## src/hw/rtl/sfe_pkg.sv

```systemverilog
`default_nettype none
// ----------------------------------------------------------------------------
// sfe_pkg
// Shared types and constants for the SBUS frame encoder.
// ----------------------------------------------------------------------------
package sfe_pkg;

  localparam int VAL_W       = 11;
  localparam int ACC_W       = 18;
  localparam int HELD_W      = 5;
  localparam int QUEUE_DEPTH = 4;
  localparam int QPTR_W      = $clog2(QUEUE_DEPTH);

  localparam logic [7:0] HDR_BYTE = 8'h0F;
  localparam logic [7:0] FTR_BYTE = 8'h00;

  localparam logic signed [VAL_W-1:0] POS_MIN = -11'sd1000;
  localparam logic signed [VAL_W-1:0] POS_MAX = 11'sd1000;
  localparam logic [VAL_W-1:0]        SB_MIN  = 11'd173;

  // floor(span * 1638 / 2000) == (span * MAP_MULT) >> MAP_SHIFT for span 0..2000
  localparam logic [19:0] MAP_MULT  = 20'd858784;
  localparam int          MAP_SHIFT = 20;
  localparam int          PROD_W    = VAL_W + 20;

  typedef struct packed {
    logic [VAL_W-1:0] value;
    logic             first;
    logic             last;
    logic             lost;
    logic             fs;
  } sfe_item_t;

  typedef enum logic [2:0] {
    PH_IDLE,
    PH_HDR,
    PH_DATA,
    PH_STAT,
    PH_FTR
  } sfe_phase_t;

endpackage
`default_nettype wire

```

## src/hw/rtl/sfe_front.sv

```systemverilog
`default_nettype none
// ----------------------------------------------------------------------------
// sfe_front
// Accepts channel items, maps them to the SBUS range and tags frame position.
// ----------------------------------------------------------------------------
module sfe_front #(
  parameter int NUM_CHANNELS = 16
) (
  input  wire logic                       clk,
  input  wire logic                       rst_n,
  input  wire logic                       in_valid,
  output logic                            in_stall,
  input  wire logic signed [10:0]         in_channel_value,
  input  wire logic                       in_signal_lost,
  input  wire logic                       in_failsafe,
  input  wire logic                       q_full,
  output logic                            q_push,
  output sfe_pkg::sfe_item_t              q_item
);
  import sfe_pkg::*;

  localparam int CNT_W = $clog2(NUM_CHANNELS);
  localparam logic [CNT_W-1:0] LAST_CH = CNT_W'(NUM_CHANNELS - 1);

  logic [CNT_W-1:0]        cnt_r, cnt_nxt;
  logic signed [VAL_W-1:0] clamped;
  logic signed [VAL_W:0]   span_s;
  logic [VAL_W-1:0]        span;
  logic [PROD_W-1:0]       prod;
  logic                    is_last;

  assign in_stall = q_full;
  assign q_push   = in_valid && !q_full;

  always_comb begin
    if (in_channel_value < POS_MIN) begin
      clamped = POS_MIN;
    end else if (in_channel_value > POS_MAX) begin
      clamped = POS_MAX;
    end else begin
      clamped = in_channel_value;
    end
    span_s = {clamped[VAL_W-1], clamped} - {POS_MIN[VAL_W-1], POS_MIN};
    span   = span_s[VAL_W-1:0];
    prod   = PROD_W'(span) * PROD_W'(MAP_MULT);
  end

  assign is_last = (cnt_r == LAST_CH);

  always_comb begin
    q_item.value = prod[MAP_SHIFT +: VAL_W] + SB_MIN;
    q_item.first = (cnt_r == '0);
    q_item.last  = is_last;
    q_item.lost  = in_signal_lost;
    q_item.fs    = in_failsafe;
    cnt_nxt      = cnt_r;
    if (q_push) begin
      cnt_nxt = is_last ? '0 : cnt_r + 1'b1;
    end
  end

  always_ff @(posedge clk) begin
    if (!rst_n) begin
      cnt_r <= '0;
    end else begin
      cnt_r <= cnt_nxt;
    end
  end

endmodule
`default_nettype wire

```

## src/hw/rtl/sfe_queue.sv

```systemverilog
`default_nettype none
// ----------------------------------------------------------------------------
// sfe_queue
// Short FIFO of mapped channel items between front and back.
// ----------------------------------------------------------------------------
module sfe_queue (
  input  wire logic               clk,
  input  wire logic               rst_n,
  input  wire logic               push,
  input  wire sfe_pkg::sfe_item_t push_item,
  input  wire logic               pop,
  output logic                    full,
  output logic                    empty,
  output sfe_pkg::sfe_item_t      head
);
  import sfe_pkg::*;

  sfe_item_t         mem_r [QUEUE_DEPTH];
  logic [QPTR_W-1:0] wr_ptr_r, wr_ptr_nxt;
  logic [QPTR_W-1:0] rd_ptr_r, rd_ptr_nxt;
  logic [QPTR_W:0]   count_r, count_nxt;

  assign full  = (count_r == (QPTR_W+1)'(QUEUE_DEPTH));
  assign empty = (count_r == '0);
  assign head  = mem_r[rd_ptr_r];

  always_comb begin
    wr_ptr_nxt = push ? wr_ptr_r + 1'b1 : wr_ptr_r;
    rd_ptr_nxt = pop ? rd_ptr_r + 1'b1 : rd_ptr_r;
    count_nxt  = count_r;
    if (push && !pop) begin
      count_nxt = count_r + 1'b1;
    end else if (pop && !push) begin
      count_nxt = count_r - 1'b1;
    end
  end

  always_ff @(posedge clk) begin
    if (!rst_n) begin
      wr_ptr_r <= '0;
      rd_ptr_r <= '0;
      count_r  <= '0;
    end else begin
      wr_ptr_r <= wr_ptr_nxt;
      rd_ptr_r <= rd_ptr_nxt;
      count_r  <= count_nxt;
    end
  end

  always_ff @(posedge clk) begin
    if (push) begin
      mem_r[wr_ptr_r] <= push_item;
    end
  end

endmodule
`default_nettype wire

```

## src/hw/rtl/sfe_back.sv

```systemverilog
`default_nettype none
// ----------------------------------------------------------------------------
// sfe_back
// Packs mapped values into the bit accumulator and emits frame bytes.
// ----------------------------------------------------------------------------
module sfe_back (
  input  wire logic               clk,
  input  wire logic               rst_n,
  input  wire logic               q_empty,
  input  wire sfe_pkg::sfe_item_t q_head,
  output logic                    q_pop,
  output logic                    out_valid,
  input  wire logic               out_stall,
  output logic [7:0]              out_byte,
  output logic                    out_last_of_run,
  output logic                    out_frame_end
);
  import sfe_pkg::*;

  sfe_phase_t         phase_r, phase_nxt;
  logic [ACC_W-1:0]   acc_r, acc_nxt, base_acc;
  logic [HELD_W-1:0]  held_r, held_nxt, base_held, held_dec;
  logic               cur_last_r, cur_last_nxt;
  logic               cur_lost_r, cur_lost_nxt;
  logic               cur_fs_r, cur_fs_nxt;
  logic               vld_r, vld_nxt;
  logic [7:0]         byte_r, byte_nxt;
  logic               lor_r, lor_nxt;
  logic               fend_r, fend_nxt;
  logic               emit, done;
  logic [7:0]         emit_byte;
  logic               emit_fend;

  assign out_valid       = vld_r;
  assign out_byte        = byte_r;
  assign out_last_of_run = lor_r;
  assign out_frame_end   = fend_r;

  assign emit     = (phase_r != PH_IDLE) && (!vld_r || !out_stall);
  assign held_dec = held_r - HELD_W'(8);

  always_comb begin
    phase_nxt    = phase_r;
    base_acc     = acc_r;
    base_held    = held_r;
    cur_last_nxt = cur_last_r;
    cur_lost_nxt = cur_lost_r;
    cur_fs_nxt   = cur_fs_r;
    done         = 1'b0;
    emit_byte    = FTR_BYTE;
    emit_fend    = 1'b0;

    if (emit) begin
      case (phase_r)
        PH_HDR: begin
          emit_byte = HDR_BYTE;
          phase_nxt = PH_DATA;
        end
        PH_DATA: begin
          emit_byte = acc_r[7:0];
          base_acc  = {8'd0, acc_r[ACC_W-1:8]};
          base_held = held_dec;
          if (held_dec >= HELD_W'(8)) begin
            phase_nxt = PH_DATA;
          end else if (cur_last_r) begin
            phase_nxt = PH_STAT;
          end else begin
            done      = 1'b1;
            phase_nxt = PH_IDLE;
          end
        end
        PH_STAT: begin
          emit_byte = {4'd0, cur_fs_r, cur_lost_r, 2'd0};
          phase_nxt = PH_FTR;
        end
        PH_FTR: begin
          emit_byte = FTR_BYTE;
          emit_fend = 1'b1;
          base_acc  = '0;
          base_held = '0;
          done      = 1'b1;
          phase_nxt = PH_IDLE;
        end
        default: begin
          phase_nxt = PH_IDLE;
        end
      endcase
    end

    // next item is taken as the current one finishes, no bubble
    q_pop    = !q_empty && ((phase_r == PH_IDLE) || done);
    acc_nxt  = base_acc;
    held_nxt = base_held;
    if (q_pop) begin
      acc_nxt      = base_acc | (ACC_W'(q_head.value) << base_held);
      held_nxt     = base_held + HELD_W'(VAL_W);
      cur_last_nxt = q_head.last;
      cur_lost_nxt = q_head.lost;
      cur_fs_nxt   = q_head.fs;
      phase_nxt    = q_head.first ? PH_HDR : PH_DATA;
    end

    vld_nxt  = vld_r;
    byte_nxt = byte_r;
    lor_nxt  = lor_r;
    fend_nxt = fend_r;
    if (emit) begin
      vld_nxt  = 1'b1;
      byte_nxt = emit_byte;
      lor_nxt  = done;
      fend_nxt = emit_fend;
    end else if (!out_stall) begin
      vld_nxt = 1'b0;
    end
  end

  always_ff @(posedge clk) begin
    if (!rst_n) begin
      phase_r <= PH_IDLE;
      acc_r   <= '0;
      held_r  <= '0;
      vld_r   <= 1'b0;
    end else begin
      phase_r <= phase_nxt;
      acc_r   <= acc_nxt;
      held_r  <= held_nxt;
      vld_r   <= vld_nxt;
    end
  end

  always_ff @(posedge clk) begin
    cur_last_r <= cur_last_nxt;
    cur_lost_r <= cur_lost_nxt;
    cur_fs_r   <= cur_fs_nxt;
    byte_r     <= byte_nxt;
    lor_r      <= lor_nxt;
    fend_r     <= fend_nxt;
  end

endmodule
`default_nettype wire

```

## src/hw/rtl/sbus_frame_encoder.sv

```systemverilog
`default_nettype none
// ----------------------------------------------------------------------------
// sbus_frame_encoder
// Builds 25-byte SBUS frames from one signed channel value per transfer.
// ----------------------------------------------------------------------------
// Each input transfer carries one channel position (-1000..1000, clamped),
// mapped to 173..1811 and packed LSB first into the frame. The first channel
// also emits the 0x0F header, the last one the status byte and the 0x00
// footer. Output bytes leave at one per cycle from the packing stage unless
// stalled or out of queued items; a channel causes one or two bytes in the
// middle of a frame, two for the first, four for the last, about 1.6 per
// channel over a whole frame. A four-entry queue between the mapping stage
// and the packer lets input transfers continue while the output is stalled.
// ----------------------------------------------------------------------------
module sbus_frame_encoder #(
  parameter int NUM_CHANNELS = 16
) (
  input  wire logic               clk,
  input  wire logic               rst_n,
  input  wire logic               in_valid,
  output logic                    in_stall,
  input  wire logic signed [10:0] in_channel_value,
  input  wire logic               in_signal_lost,
  input  wire logic               in_failsafe,
  output logic                    out_valid,
  input  wire logic               out_stall,
  output logic [7:0]              out_byte,
  output logic                    out_last_of_run,
  output logic                    out_frame_end
);
  import sfe_pkg::*;

  sfe_item_t push_item;
  sfe_item_t head_item;
  logic      q_push;
  logic      q_pop;
  logic      q_full;
  logic      q_empty;

  sfe_front #(
    .NUM_CHANNELS (NUM_CHANNELS)
  ) u_front (
    .clk              (clk),
    .rst_n            (rst_n),
    .in_valid         (in_valid),
    .in_stall         (in_stall),
    .in_channel_value (in_channel_value),
    .in_signal_lost   (in_signal_lost),
    .in_failsafe      (in_failsafe),
    .q_full           (q_full),
    .q_push           (q_push),
    .q_item           (push_item)
  );

  sfe_queue u_queue (
    .clk       (clk),
    .rst_n     (rst_n),
    .push      (q_push),
    .push_item (push_item),
    .pop       (q_pop),
    .full      (q_full),
    .empty     (q_empty),
    .head      (head_item)
  );

  sfe_back u_back (
    .clk             (clk),
    .rst_n           (rst_n),
    .q_empty         (q_empty),
    .q_head          (head_item),
    .q_pop           (q_pop),
    .out_valid       (out_valid),
    .out_stall       (out_stall),
    .out_byte        (out_byte),
    .out_last_of_run (out_last_of_run),
    .out_frame_end   (out_frame_end)
  );

endmodule
`default_nettype wire
```

## config.mk

```make
export PLATFORM = sky130hd
export DESIGN_NAME = sbus_frame_encoder
export DESIGN_NICKNAME = d
export VERILOG_FILES = /design/src/hw/rtl/sfe_pkg.sv /design/src/hw/rtl/sfe_front.sv /design/src/hw/rtl/sfe_queue.sv /design/src/hw/rtl/sfe_back.sv /design/src/hw/rtl/sbus_frame_encoder.sv
export SDC_FILE = /design/constraint.sdc
export NUM_CORES = 1
export LEC_CHECK = 0
export BUFFER_PORTS_ARGS = -buffer_cell sky130_fd_sc_hd__buf_4
export CAP_MARGIN = 20
export CORE_UTILIZATION = 58
export CTS_CLUSTER_DIAMETER = 40
export DETAILED_ROUTE_END_ITERATION = 6
export PLACE_DENSITY = 0.77
export SYNTH_ARGS = -nofsm -noshare
export SYNTH_HDL_FRONTEND = slang
export SYNTH_HIERARCHICAL = 1
export SYNTH_SLANG_ARGS = --single-unit
```

## constraint.sdc

```tcl
create_clock -name clk -period 8.8 [get_ports clk]
set_input_delay 1.76 -clock clk [delete_from_list [all_inputs] [get_ports clk]]
set_output_delay 1.76 -clock clk [all_outputs]
set_load 0.05 [all_outputs]
```

Word-level counts from Yosys, hierarchy flattened:

Memory sizes are Yosys's and may differ from the RTL's. A register that Yosys moved wholly into a read port is not among the register bits.
Cells that the tools add are included.

* order comparisons: 3
* div/mod/pow operators: 0
* shifts and indexed selects: 1
* multiply operators: 1
* bitwise operators: 1
* add/subtract/negate cells: 9
* reduce and logical (&&, ||, !) cells: 19
* multiplexer cells: 29
* equality and inequality tests: 7

Operators by type and width (number)
* 2-to-1 mux 18 bit: 2
* one-hot mux 18 bit (2 select lines): 1
* multiplier 11 x 15 -> 26 bit (second input constant): 1
* one-hot mux 8 bit (3 select lines): 1
* 2-to-1 mux 11 bit: 2
* OR 18 bit: 1
* << shifter 11 x 5 -> 18 bit: 1
* 2-to-1 mux 3 bit: 5
* adder 11 x 8 -> 11 bit (second input constant): 1
* > comparator 11 bit (second input constant): 1
* < comparator 11 bit (second input constant): 1
* subtractor 11 bit (second input constant): 1
* 2-to-1 mux 5 bit: 2
* one-hot mux 5 bit (2 select lines): 1
* one-hot mux 3 bit (3 select lines): 1
* 2-to-1 mux 1 bit: 8
* 2-to-1 mux 2 bit: 4
* equality test 3 x 2 -> 1 bit (second input constant): 2
* equality test 3 bit (second input constant): 2
* zero test 1 bit: 6
* zero test 3 bit: 2
* adder 5 x 4 -> 5 bit (second input constant): 1
* greater-or-equal comparator 5 x 4 -> 1 bit (second input constant): 1
* logical AND 1 bit: 5
* other kinds (14): 17

* memory bits (read-only): 0
* memories kept: 1
* bits in registers: 51
* bits in latches: 0
* memory bits (writable): 60

Memories
* u_queue.mem_r: words 4, width 15, read ports 1, clocked after Yosys merged registers in 1, write ports 1, RTL line sfe_queue.sv:18 `sfe_item_t mem_r [QUEUE_DEPTH];`

Longest topological paths before layout:

Gate-level depths: netlist (run 1).

* word-level depth: 10
* depth in mapped cells: 32

Cells and area by module:

The synthesis (run 1) kept the hierarchy.

By module, submodules not included
* sfe_front: times used 1, cells an instance 430, area an instance 3602.2 um^2
* sfe_queue: times used 1, cells an instance 121, area an instance 2640.0 um^2
* sfe_back: times used 1, cells an instance 306, area an instance 2507.4 um^2

Worst setup path after synthesis (run 1):

Ideal clock, no wire load.

* path kind: in2reg
* from: input in_channel_value[7]
* to: memory u_queue/mem_r[0][14] (netlist name), data pin
* required time: 8.594 ns
* setup time: 0.206 ns
* setup slack: -0.175 ns
* data arrival time: 8.769 ns
* path buffers: 1
* cell stages on the path: 29
* cell sequence: or4_4 nor4b_4 a21oi_1 nand2b_1 ha_1 nor2_1 xnor2_1 ha_1 xnor2_1 fa_1 fa_1 fa_1 inv_1 ha_1 clkbuf_1 nand2_1 o21ai_0 nor4_1 o21ai_1 a21oi_1 ha_1 nor4b_1 nand2_1 a22o_1 o311a_1 a221oi_4 or3_1 o2111ai_1 nor4_2

RTL lines
* from (decl): RTL line sbus_frame_encoder.sv:22 `input wire logic signed [10:0] in_channel_value,`
* to (decl): RTL line sfe_queue.sv:18

==> out/results.ini, run 1 <==
[layout]
ff_latch_area_sq_mm = 0.00299
fin_nets = 1093
fin_util_pct = 72.6
num_antenna_cells = 0
drive_gt1_share_pct = 23.4
fill_cells = 956
multiInputGateArea_sq_mm = 0.00560
area_growth_pct = 21.5
design_area_sq_mm = 0.0106

[placement]
gp_congestion = 0.932
io_buffers = 28
hpwl_um = 14300
placed_cell_area_sq_mm = 0.00945

[worst_hold_path]
min_from = u_back/acc_r[13]
whs_endpoint = u_back/acc_r[13]
hp-class = flip-flop to flip-flop
hold-path-cell-count = 2

[timing]
finalHoldViolCount = 0
fin_ws_ps = -81.1
post-route-min-period_ps = 8880
fin_worst_skew_ps = 8.16
post-route-period-util_pct = 101
worstMarginPinSlew_ps = 933
setup_viol = 4
fmax_mhz = 113
slew_viol_final = 0
relSlewSlack_pct = 37.6

[drt]
drt-initial-drc-count = 780
routed-wl-met2_um = 10800
final_antenna_net_count = 0
firstDrtPassIters = 7
wirelength_met1_um = 8820
dr.max_layer_used = met4
avgViaCountPerCell = 6.26
num_vias = 7141
wl_per_cell_um = 19.2
routed_wl_um = 21900
dr_wl_met3_um = 1320
drcViolationCount = 6

[logic_synthesis]
synth_top_family_by_area = adder cells
synth_fa_ha_area_share_pct = 22.0
synth_area_sq_mm = 0.00875
syn_nets = 1006
ys_seq_area_share_pct = 34.2
synth_compound_area_share_pct = 13.5
ys.flop_type = edfxtp_1
synthDistinctLibCells = 86
syn_avg_cell_area_sq_um = 10.2
synth_edf_count = 73
async_flop_share_pct = 0
synth_mux_area_share_pct = 6.03
synth_warnings = 6
synthXorXnorAreaFrac_pct = 3.39
synthSimpleGateAreaFrac_pct = 13.9
syn_inst = 857
ys_ff_latch = 113

[worst_setup_path]
r2r-start = u_back/held_r[1]
arrival_ps = 9100
ff2ff_path_depth = 11
reg2reg_slack_ps = 5370
slowest_delay_ps = 600
worst_setup_path_start_kind = input port
required_ps = 9010
cp_max_fo = 5
worstReg2RegEnd = u_queue/count_r[2]
crit_type = input port to flip-flop
slowest_stage = fa_2
endpoint_kind = flip-flop
crit_top_cell = ha_4

[global_routing]
overflow = 0
grt_pass1_vias = 6560
grt_usage_pct = 25.9
antenna_found_initial = 0
grt_pass1_wl_um = 31800
grt_max_degree = 28

[floorplanning]
die_width_um = 125
dieHeight_um = 125
row_count = 44
die-area_sq_mm = 0.0156
pin_count = 29
initial_core_util_pct = 59.7
core_sq_mm = 0.0146

[outcome]
status = finished with violations
violations = design-rule violations, negative setup slack

[clock_network]
cts_tree = built
clk_pin_slew_ps = 50
cts_made_buffers = 17
clockBufferDepth = 2
h-tree-depth = 4
cts-root-buf = clkbuf_16
clock_latency_ps = 420
hold_buffers = 0
cts_sinks = 113

[run]
drv_cap = 0

-- metal layers --
layer	global-route usage, %	up-vias
li1	-	3270
met1	33.3	3412
met2	42.1	370
met3	5.03	89
met4	12.2	0
met5	0	-
-- repair_timing --
action,in CTS,in global routing
cloned,0,0
gates resized for setup,1,72
endpoints found under the setup margin,4,8
pin swaps,0,46
setup buffers,0,16
-- critical path, delay by kind of cell --
kind,cells,cell delay [ps]
and+or+nand+nor,9,2330
adders and majority gates,7,2320
AOI/OAI and AO/OA,9,1770
buffers and inverters,6,620
xor gates and xnor gates,1,280
-- synthesized netlist by cell type (all sizes together), types with 10 or more instances --
| cell | n | area (sq um) |
|---|---|---|
| mux4 | 15 | 357 |
| nor2 | 50 | 188 |
| fa | 36 | 721 |
| buf | 20 | 128 |
| o21ai | 26 | 130 |
| nand3 | 26 | 130 |
| xor2 | 14 | 130 |
| and2 | 25 | 156 |
| xnor2 | 19 | 166 |
| nor3 | 22 | 115 |
| dfxtp | 40 | 801 |
| inv | 114 | 428 |
| a21oi | 51 | 259 |
| nand2 | 47 | 179 |
| clkbuf | 12 | 45.0 |
| edfxtp | 73 | 2190 |
| ha | 96 | 1200 |
| mux2i | 10 | 100 |
-- sequential cells by signal (all words and copies together) (netlist names), named ones only --
name / count
u_queue/mem_r: 60
u_back/acc_r: 18
u_back/out_byte: 8
u_back/held_r: 5
u_front/cnt_r: 4
u_back/phase_r: 3
u_queue/count_r: 3
u_queue/rd_ptr_r: 2
u_queue/wr_ptr_r: 2
u_back/cur_fs_r: 1
u_back/cur_last_r: 1
u_back/cur_lost_r: 1
u_back/out_frame_end: 1
u_back/out_last_of_run: 1
u_back/out_valid: 1
-- layout by cell type, fill, tap and decap left out, drive strengths merged, types with 15 or more instances in the layout --
master	netlist	routed
inv	114	115
buf	20	100
ha	96	96
edfxtp	73	73
a21oi	51	51
nor2	50	50
nand2	47	47
dfxtp	40	40
fa	36	36
nand3	26	26
o21ai	26	26
and2	25	25
clkbuf	12	23
nor3	22	22
xnor2	19	19
mux4	15	15
-- how the worst max path moves through the flow --
| stage | start | endpoint | slack, ps |
|---|---|---|---|
| finish | in_channel_value[8] | u_queue/mem_r[1][14] | -80 |
| global route | in_channel_value[7] | u_queue/mem_r[1][14] | -460 |
| CTS | in_channel_value[7] | u_queue/mem_r[1][14] | 8 |
| detailed placement | in_channel_value[7] | u_queue/mem_r[1][14] | -390 |
| global placement | in_channel_value[7] | u_queue/mem_r[0][14] | -120 |
| floorplan | in_channel_value[7] | u_queue/mem_r[0][14] | 30 |
-- kinds of logic after synthesis --
group / count (synthesis)
and+or+nand+nor: 232
AOI/OAI and AO/OA: 169
muxes: 31
adders and majority gates: 132
xor gates and xnor gates: 33
DFF: 113
buffers and inverters: 147
-- final cells by class --
class | instances | share of cell area [%]
Inverter | 115 | 4.07
Tap cell | 184 | 2.17
Clock inverter | 9 | 1.21
Timing Repair Buffer | 100 | 7.17
Sequential cell | 113 | 28.2
Multi-Input combinational cell | 597 | 52.7
Clock buffer | 23 | 4.51
-- stage by stage --
| step | TNS, ps | cells | hold slack [ps] | worst slack, ps |
|---|---|---|---|---|
| CTS | 0 | 1125 | 479 | 7.92 |
| floorplan | 0 | 857 | 438 | 34.5 |
| global placement | -497 | 1093 | 464 | -124 |
| finish | -311 | 1141 | 477 | -81.1 |
| global route | -2530 | 1141 | 511 | -462 |
| detailed placement | -2010 | 1093 | 472 | -393 |
Power of run 1 is left out: the tool's default activity adds up to more than one toggle a clock period on the data nets, which glitch-free logic cannot reach.
==> run 2, diff against run 1 <==
Settings changed: SETUP_SLACK_MARGIN set to 0.4.
==> out/results.ini, run 2 (same netlist as run 1, synthesis figures left out) <==
[drt]
num_vias = 6858
wl_per_cell_um = 18.5
drt-initial-drc-count = 482
firstDrtPassIters = 7
drcViolationCount = 6
routed_wl_um = 20900
final_antenna_net_count = 0
avgViaCountPerCell = 6.09

[clock_network]
clockBufferDepth = 2
clock_latency_ps = 410
hold_buffers = 0
h-tree-depth = 4
cts_made_buffers = 17
clk_pin_slew_ps = 60
cts-root-buf = clkbuf_16
cts_sinks = 113
cts_tree = built

[layout]
largest_reg_flops = 60
top_register = u_queue/mem_r
num_antenna_cells = 0
fill_cells = 985
layout_commonest_cell = inv_1
area_growth_pct = 21.8
design_area_sq_mm = 0.0107
final_cell_mix = inv_1 (111), buf_4 (81), ha_1 (80)
drive_gt1_share_pct = 24.0
fin_util_pct = 72.8
fin_nets = 1078

[floorplanning]
dieHeight_um = 125
initial_core_util_pct = 59.7
core_sq_mm = 0.0146
row_count = 44
die_width_um = 125
pin_count = 29
die-area_sq_mm = 0.0156

[worst_setup_path]
crit_type = input port to flip-flop
r2r-start = u_back/held_r[0]
ff2ff_path_depth = 11
slowest_delay_ps = 550
arrival_ps = 8720
reg2reg_slack_ps = 5050
slowest_stage = or4_4
worst_setup_path_start_kind = input port
endpoint_kind = flip-flop
required_ps = 9020
worstReg2RegEnd = u_queue/count_r[2]
cp_max_fo = 6

[global_routing]
grt_pass1_wl_um = 33400
overflow = 0
grt_pass1_vias = 7065
antenna_found_initial = 0
grt_usage_pct = 27.0
grt_max_degree = 28

[timing]
worstMarginPinSlew_ps = 974
hold-worst-slack_ps = 479
fin_worst_skew_ps = 5.28
fin_ws_ps = 298
setup_viol = 0
fmax_mhz = 118
rsz0062_at_grt = true
slew_viol_final = 0
post-route-period-util_pct = 96.6
finalHoldViolCount = 0
post-route-min-period_ps = 8500
relSlewSlack_pct = 34.6

[placement]
hpwl_um = 15200
gp_congestion = 0.920
placed_cell_area_sq_mm = 0.00951
place_ws_ps = -326
io_buffers = 28

[worst_hold_path]
hold-path-cell-count = 2
min_from = u_back/acc_r[13]
whs_endpoint = u_back/acc_r[13]
hp-class = flip-flop to flip-flop

[outcome]
status = finished with violations
violations = design-rule violations

[run]
drv_cap = 0

## run 2: cell types whose count changed in the layout (fill, tap and decap cells not counted), sizes merged
| cell | before | now |
|---|---|---|
| buf | 100 | 85 |
| clkbuf | 23 | 17 |
| clkinvlp | 2 | 6 |
| inv | 115 | 117 |
## run 2: area by class of cell
class,count,area (sq um),area share [%]
repair buffers,85,653,6.13
well taps,184,230,2.16
flip-flops and latches,113,2990,28.1
inverters,115,433,4.06
multi-input cells,597,5740,53.8
clock buffers,17,425,3.99
clock inverters,15,184,1.73
## run 2: how the worst max path moves through the flow
stage	cells past startpoint	slack, ps	endpoint	startpoint
global route	32	70	u_queue/mem_r[0][14]	in_channel_value[5]
detailed placement	32	-330	u_queue/mem_r[0][14]	in_channel_value[5]
global placement	30	-80	u_queue/mem_r[2][14]	in_channel_value[5]
finish	32	300	u_queue/mem_r[0][14]	in_channel_value[5]
floorplan	30	280	u_queue/mem_r[0][14]	in_channel_value[5]
CTS	32	410	u_queue/mem_r[0][14]	in_channel_value[5]
## run 2: per-stage QoR
step,setup TNS [ps],cells
after detailed placement,-1310,1078
after CTS,0,1113
final,0,1126
after floorplan,0,857
after global routing,0,1126
after global placement,-335,1078
## run 2: critical path: cells and delay by family
kind	cells	cell delay, ps
compound gates	10	1750
xor+xnor	1	190
fa+ha+maj	6	2250
simple gates	8	1860
buf+inv	7	900
## run 2: metal layers
metal / GRT usage [%] / routed length, um / vias up
met3: 3.78 / 688 / 68
met2: 52.5 / 11200 / 220
met4: 13.8 / 923 / 0
met5: 0 / 0 / -
met1: 28.1 / 8000 / 3335
li1: - / - / 3235
## run 2: timing repair
action | CTS | global route
endpoints found under the hold margin | 0 | 0
buffers inserted | 3 | 13
endpoints found under the setup margin | 4 | 16
gates resized for setup | 12 | 61
pin swaps | 7 | 34
Power of run 2 is left out for the same reason.
==> run 3, diff against run 2 <==
Settings changed: CELL_PAD_IN_SITES_DETAIL_PLACEMENT set to 0, CELL_PAD_IN_SITES_GLOBAL_PLACEMENT set to 2, CORE_UTILIZATION 58 to 38, PLACE_DENSITY 0.77 to unset, PLACE_DENSITY_LB_ADDON set to 0.1.
==> out/results.ini, run 3 (same netlist as run 1, synthesis figures left out) <==
[worst_hold_path]
min_from = u_back/acc_r[13]
hp-class = flip-flop to flip-flop

[clock_network]
clock_latency_ps = 410
clockBufferDepth = 2
cts_tree = built
cts_sinks = 113
cts-root-buf = clkbuf_16
h-tree-depth = 4
clk_pin_slew_ps = 60
cts_made_buffers = 17

[layout]
area_growth_pct = 23.6
final_cell_mix = inv_1 (106), buf_4 (85), ha_1 (77)
design_area_sq_mm = 0.0108
layout_commonest_cell = inv_1
largest_reg_flops = 60
num_antenna_cells = 0
fin_nets = 1084
top_register = u_queue/mem_r
fill_cells = 2086
fin_util_pct = 47.8
drive_gt1_share_pct = 25.5
fin_cells = 1233

[outcome]
status = finished clean

[timing]
relSlewSlack_pct = 35.6
slew_viol_final = 0
fin_worst_skew_ps = 6.58
fmax_mhz = 119
post-route-min-period_ps = 8410
post-route-period-util_pct = 95.5
worstMarginPinSlew_ps = 965
finalHoldViolCount = 0
rsz0062_at_grt = true
finalSetupTns_ps = 0
setup_viol = 0

[floorplanning]
initial_core_util_pct = 38.6
core_sq_mm = 0.0226
die_width_um = 154
dieHeight_um = 154
die-area_sq_mm = 0.0236
row_count = 55
pin_count = 29

[placement]
dp_cells = 1186
gp_congestion = 0.864
io_buffers = 28
hpwl_um = 16700
placed_cell_area_sq_mm = 0.00968

[worst_setup_path]
startpoint = in_channel_value[6]
arrival_ps = 8610
r2r-start = u_back/held_r[1]
slowest_delay_ps = 580
endpoint_kind = flip-flop
slowest_stage = fa_1
cp_max_fo = 5
required_ps = 9000
worst_setup_path_start_kind = input port
crit_top_cell = ha_4
crit_type = input port to flip-flop

[drt]
firstDrtPassIters = 7
final_antenna_net_count = 0
drcViolationCount = 0
drt-initial-drc-count = 308
avgViaCountPerCell = 5.45
num_vias = 6714
routed_wl_um = 21900
wl_per_cell_um = 17.8

[global_routing]
grt_max_degree = 28
antenna_found_initial = 0
grt_usage_pct = 19.0
overflow = 0
grt_pass1_wl_um = 35200
grt_pass1_vias = 6905

[run]
drv_cap = 0

## run 3: cell type report
type / count / area [sq um] / area share, %
timing repair buffer: 91 / 706 / 6.53
tap: 285 / 357 / 3.30
clock inverter: 15 / 114 / 1.05
inverter: 115 / 433 / 4.00
clock buffer: 17 / 425 / 3.93
sequential: 113 / 2990 / 27.7
multi-input combinational: 597 / 5790 / 53.5
## run 3: critical path: cells and delay by family
kind / cells / cell delay [ps]
AOI/OAI and AO/OA: 10 / 1830
adders and majority gates: 7 / 2490
and+or+nand+nor: 9 / 2100
buffers and inverters: 5 / 410
## run 3: what timing repair did
action                                  CTS  global route
setup buffers                             6             9
hold buffers                              0             0
resized for setup                        18            68
pin swaps                                14            33
endpoints found under the setup margin    8            16
## run 3: final timing paths
kind	to	slack [ps]	cells after the start
setup / recovery	u_queue/mem_r[1][14]	390	31
hold / removal	u_back/acc_r[13]	470	2
setup reg to reg	u_queue/count_r[2]	5180	11
hold reg to reg	u_back/acc_r[13]	470	2
## run 3: through the flow
| stage | setup slack (ps) | hold slack [ps] |
|---|---|---|
| after global routing | 148 | 507 |
| after detailed placement | -232 | 463 |
| after floorplan | 283 | 438 |
| after global placement | -50.7 | 456 |
| final | 393 | 467 |
| after CTS | 404 | 470 |
## run 3: metal layers
metal	wire (um)	vias to the layer above	GRT usage (%)
met4	397	0	6.52
met5	0	-	0
met3	512	21	2.42
li1	-	3246	-
met1	9190	3326	22.9
met2	11800	121	34.9
Power of run 3 is left out for the same reason.
